**config.mk**
```make
export PLATFORM = sky130hd
export DESIGN_NAME = mmt_mac
export DESIGN_NICKNAME = d
export VERILOG_FILES = /design/src/hdl/matrix_multiply_transposed_core_macros.svh /design/src/hdl/mmt_pkg.sv /design/src/hdl/mmt_mac.sv
export SDC_FILE = /design/constraint.sdc
export NUM_CORES = 1
export LEC_CHECK = 0
export BUFFER_PORTS_ARGS = -buffer_cell sky130_fd_sc_hd__buf_2
export CAP_MARGIN = 20
export CORE_AREA = 2 2 172 132
export DETAILED_ROUTE_END_ITERATION = 6
export DIE_AREA = 0 0 174 134
export PLACE_DENSITY_LB_ADDON = 0.1
export SLEW_MARGIN = 10
export SYNTH_ARGS = -nofsm -noshare
export SYNTH_HDL_FRONTEND = slang
export SYNTH_SLANG_ARGS = --single-unit
```
**constraint.sdc**
```tcl
create_clock -name clk -period 11.4 [get_ports clk]
set_clock_uncertainty 0.15 [all_clocks]
set_input_delay 1.14 -clock clk [delete_from_list [all_inputs] [get_ports clk]]
set_output_delay 1.14 -clock clk [all_outputs]
set_load 0.02 [all_outputs]
```
**src/hdl/matrix_multiply_transposed_core_macros.svh**
```systemverilog
// Assertion macros for the A times B-transposed core.
// No dependencies; included by the top level only.
`ifndef MATRIX_MULTIPLY_TRANSPOSED_CORE_MACROS_SVH
`define MATRIX_MULTIPLY_TRANSPOSED_CORE_MACROS_SVH

// same-cycle implication
`define MMT_ASSERT_SAME(label, clk, rst, pre, post) \
  label: assert property (@(posedge clk) disable iff (rst) (pre) |-> (post)) \
    else $error("mmt: same-cycle check failed");

// next-cycle implication
`define MMT_ASSERT_NEXT(label, clk, rst, pre, post) \
  label: assert property (@(posedge clk) disable iff (rst) (pre) |=> (post)) \
    else $error("mmt: next-cycle check failed");

`endif

```
**src/hdl/mmt_pkg.sv**
```systemverilog
// Shared widths, codes and types for the A times B-transposed core.
// No dependencies; used by the interfaces, the MAC, the top level and the bench.
package mmt_pkg;

  localparam int MODE_W      = 2;
  localparam int ROW_W       = 4;
  localparam int VAL_W       = 16;
  localparam int PROD_W      = 2 * VAL_W;
  localparam int DOT_W       = 40;
  localparam int DIM_W       = 5;
  localparam int MAX_DIM_DEF = 16;

  localparam logic [DIM_W-1:0] DIM_RESET = DIM_W'(16);

  localparam logic [MODE_W-1:0] MODE_WRITE_A = 2'd0;
  localparam logic [MODE_W-1:0] MODE_WRITE_B = 2'd1;
  localparam logic [MODE_W-1:0] MODE_QUERY   = 2'd2;

  typedef enum logic [1:0] {
    ST_IDLE,
    ST_RUN,
    ST_WAIT,
    ST_FINISH
  } state_t;

  typedef struct packed {
    logic clear;
    logic issue;
    logic last;
  } mac_ctrl_t;

  typedef struct packed {
    logic done;
  } mac_stat_t;

endpackage

```
**src/hdl/mmt_mac.sv**
```systemverilog
// Multiply-accumulate: aligns with store read latency, product reg, accumulator.
// Depends on mmt_pkg.
module mmt_mac (
  input  logic                              clk,
  input  logic                              rst,
  input  mmt_pkg::mac_ctrl_t                ctrl,
  input  logic signed [mmt_pkg::VAL_W-1:0]  a,
  input  logic signed [mmt_pkg::VAL_W-1:0]  b,
  output logic signed [mmt_pkg::DOT_W-1:0]  acc,
  output mmt_pkg::mac_stat_t                stat
);

  logic                                rd_vld;
  logic                                rd_last;
  logic                                prod_vld;
  logic                                prod_last;
  logic signed [mmt_pkg::PROD_W-1:0]   prod;
  logic                                done;

  always_ff @(posedge clk) begin
    if (rst) begin
      rd_vld    <= 1'b0;
      rd_last   <= 1'b0;
      prod_vld  <= 1'b0;
      prod_last <= 1'b0;
      done      <= 1'b0;
    end else begin
      rd_vld    <= ctrl.issue;
      rd_last   <= ctrl.issue & ctrl.last;
      prod_vld  <= rd_vld;
      prod_last <= rd_last;
      done      <= prod_vld & prod_last;
    end
  end

  always_ff @(posedge clk) begin
    prod <= a * b;
    if (ctrl.clear) begin
      acc <= '0;
    end else if (prod_vld) begin
      acc <= acc + mmt_pkg::DOT_W'(prod);
    end
  end

  assign stat.done = done;

endmodule

```
==> summary.md <==
| Metric | Value |
|---|---|
| Ratio of cells with drive above 1 in the final layout | 7.05% |
| Final-report setup violation count | 0 |
| Effective utilization at floorplan | 64.1% |
| Cells on Worst Hold Path | 2 |
| Clock slew at the register clock pins of the worst setup and hold paths | 60 ps |
| Unique cell type count in the Yosys netlist | 58 |
| Prevailing post-synth register cell | sky130_fd_sc_hd__dfxtp_1 |
| Cell family with most CP delay | adder cells |
| Clock latency on the worst-skew pair | 330 ps |
| Multiplexer fraction of the synthesized cell area | 1.53% |
| Worst min-delay path startpoint | prod_last$_SDFF_PP0_ |
| Die Span Y | 134 um |
| Synthesized Nets | 1949 |
| Minimum clock period | 7280 ps |
| CTS-repair resized insts | 0 |
| Status | completed |
| Arithmetic-cell share of the synthesized area counting full adders, half adders and majority gates | 48.9% |
| Most used cell along the critical path | sky130_fd_sc_hd__fa_1 |
| First DRT Iteration DRCs | 557 |
| Type of destination of the critical path | flop |
| Class of the most critical setup path | in2reg |
| Top-level port count | 78 |
| Count of placed standard cells including taps | 1852 |
| H-tree level count | 3 |
| Worst-case register-to-register setup slack | 7750 ps |
| Detailed-route via count | 10461 |
| Via count of the first global-routing pass | 10641 |
| Worst R2R Path Depth | 10 |
| EDFF count, synth | 0 |
| Antenna diodes | 0 |
| Number of synthesized register bits | 77 |
| Clock Tree Buf Depth | 2 |
| Clock tree from TritonCTS | built |
| Mean area per synthesized cell | 9.08 um^2 |
| Largest family of logic cells by synthesized area | adder cells |
| Startpoint of the worst register-to-register path | acc[8]$_SDFFE_PP0P_ |
| Chip width | 174 um |
| Number of antenna violations at the first check in global routing | 0 |
| Setup Buffers After CTS | 0 |
| FFs w/ async S/R, synth | 0% |
| Hold endpoint | stat$_SDFF_PP0_ |
| Fmax | 137 MHz |
| Count of clock tree sinks | 77 |
| Critical Path Start Type | primary input |
| Detailed-route vias per instance | 5.60 |
| Overall routing resource usage | 27.3% |
| Most frequent cells in the layout | 296 x sky130_fd_sc_hd__inv_1, 263 x sky130_fd_sc_hd__fa_1, 151 x sky130_fd_sc_hd__nand2_1, 128 x sky130_fd_sc_hd__and2_1, 121 x sky130_fd_sc_hd__ha_1 |
| Number of buffers inserted by port buffering | 77 |
| Hold Buf Count CTS | 0 |
| Final clock period utilization by the worst path | 63.9% |
| Leading cell type in the layout, fill and taps excluded | sky130_fd_sc_hd__inv_1 |
| Critical path data arrival time | 7340 ps |
| Synth-to-layout area growth | 7.05% |
| Length of the first detailed-routing pass in iterations | 5 |
| Least-Margin Pin Slew | 1010 ps |
| Residual DRC | 0 |
| Overall die area | 23300 um^2 |
| WP data required | 11460 ps |
| Final-report max-slew violation count | 0 |
| Number of hold violations in the final report | 0 |
| Area share of xor/xnor cells in the synthesized design | 3.79% |
| Largest fanout on the critical path | 16 |
| Cell Count, Final, Fillers Out | 1868 |
| Buffers plus inverters on the worst setup path | 5 |
| Number of cells produced by synthesis | 1528 |
| Unrepaired setup endpoints after global routing | false |
| Final-layout setup total negative slack | 0 ps |
| Max-slew headroom | 32.4% |
| Wire length of the first global-routing pass | 51300 um |
| GRT Residual Overflow | 0 |
| Root Driver | sky130_fd_sc_hd__clkbuf_16 |
| Maximum capacitance violations | 0 |
| Num rows | 47 |
| Routed length per placed instance | 16.2 um |
| Final HPWL DP | 24900 um |
| Worst R2R End | acc[39]$_SDFFE_PP0P_ |
| Crit path cell chain | buf_2 -> and2_1 -> fa_1 -> inv_1 -> fa_1 -> fa_1 -> inv_1 -> fa_1 -> fa_1 -> inv_1 -> fa_1 -> inv_1 -> ha_1 -> a21oi_1 -> o21ai_0 -> a2111oi_0 -> nor2_1 -> a41oi_1 -> o21bai_1 -> a2111oi_0 -> nor3_1 -> xor2_1 |
| Compound-gate portion of the synthesized area | 9.68% |
| Weighted congestion reported at the end of routability-driven placement | 0.884 |
| Largest net degree at the start of global routing | 48 |
| Slowest stage cell, crit path | sky130_fd_sc_hd__fa_1 |
| Synth Area in Simple Gates | 15.7% |
| Synth warnings | 0 |
| Antenna-violating nets left | 0 |
| Core Region | 21600 um^2 |
| Num CTS Buffers | 9 |
| Worst hold-check path type | reg2reg |
| Proportion of synthesized chip area in sequential cells | 11.1% |
| Final wirelength | 30300 um |
| Crit path largest cell delay | 530 ps |
| FILL cells | 1824 |
| Final nets | 1990 |
| Netlist area before placement | 13900 um^2 |
## per-stage QoR
step	hold WS (ps)	utilization, %	worst slack [ps]	cell area (um^2)
3_3_place_gp	264	66.8	4020	14500
2_1_floorplan	254	-	4290	13900
5_1_grt	296	68.6	3830	14900
4_1_cts	281	68.6	4180	14900
6_report	280	68.6	4120	14900
3_5_place_dp	273	66.8	3840	14500
## sequential cells by signal, summed over array words and instances, names as in the netlist
register   count
prod_last      1
rd_vld         1
prod          32
acc           40
rd_last        1
stat           1
prod_vld       1
## logic make-up after synthesis
kind of cell	after synthesis
and+or+nand+nor	439
adders and majority gates	384
buffers and inverters	345
AOI/OAI and AO/OA	202
DFF	77
xor gates and xnor gates	60
muxes	21
## layer usage
layer	up-vias	track usage, %	wire length [um]
met5	-	0	0
met4	0	4.95	444
met3	38	4.56	1780
met2	327	46.2	15000
met1	5229	37.9	13100
li1	4867	-	-
## synth_stat cells (15+ instances only)
master / number / area share (%)
sky130_fd_sc_hd__a21o_1: 26 / 1.4
sky130_fd_sc_hd__a21oi_1: 59 / 2.1
sky130_fd_sc_hd__xnor2_1: 42 / 2.7
sky130_fd_sc_hd__and2_1: 128 / 5.8
sky130_fd_sc_hd__mux2i_1: 19 / 1.4
sky130_fd_sc_hd__xor2_1: 18 / 1.1
sky130_fd_sc_hd__ha_1: 121 / 11
sky130_fd_sc_hd__a211oi_1: 15 / 0.81
sky130_fd_sc_hd__dfxtp_1: 77 / 11
sky130_fd_sc_hd__o21ai_0: 33 / 1.2
sky130_fd_sc_hd__nand2_1: 151 / 4.1
sky130_fd_sc_hd__fa_1: 263 / 38
sky130_fd_sc_hd__nor2_1: 75 / 2.0
sky130_fd_sc_hd__clkbuf_1: 45 / 1.2
sky130_fd_sc_hd__inv_1: 296 / 8.0
## worst max-delay path by stage
stage,from,endpoint,cells past startpoint
5_1_grt,a[11],prod[23]$_DFF_P_,21
3_5_place_dp,a[8],prod[23]$_DFF_P_,22
2_1_floorplan,a[11],prod[23]$_DFF_P_,22
6_report,a[8],prod[23]$_DFF_P_,22
4_1_cts,a[8],prod[23]$_DFF_P_,22
3_3_place_gp,a[11],prod[23]$_DFF_P_,21
## worst reg2reg max path, stage by stage (launching register included)
cell                       delay, ps
sky130_fd_sc_hd__dfxtp_1         340
sky130_fd_sc_hd__ha_1            370
sky130_fd_sc_hd__a211oi_1        250
sky130_fd_sc_hd__nor2_1           80
sky130_fd_sc_hd__a211oi_1        470
sky130_fd_sc_hd__a21boi_0        340
sky130_fd_sc_hd__nor4b_1         410
sky130_fd_sc_hd__o21bai_1        220
sky130_fd_sc_hd__o31ai_1         320
sky130_fd_sc_hd__mux2i_1         250
sky130_fd_sc_hd__mux2_2          340
## layout make-up
type                       instances  area, um^2  area share, %
clock inverter                     6         158           1.06
sequential                        77        1540           10.4
clock buffer                      10         239           1.61
tap                              294         368           2.48
multi-input combinational       1106       11000           74.3
inverter                         297        1110           7.50
timing repair buffer              78         393           2.64
Power is left out: the tool's default activity adds up to more than one toggle a clock period on the data nets, which glitch-free logic cannot reach.
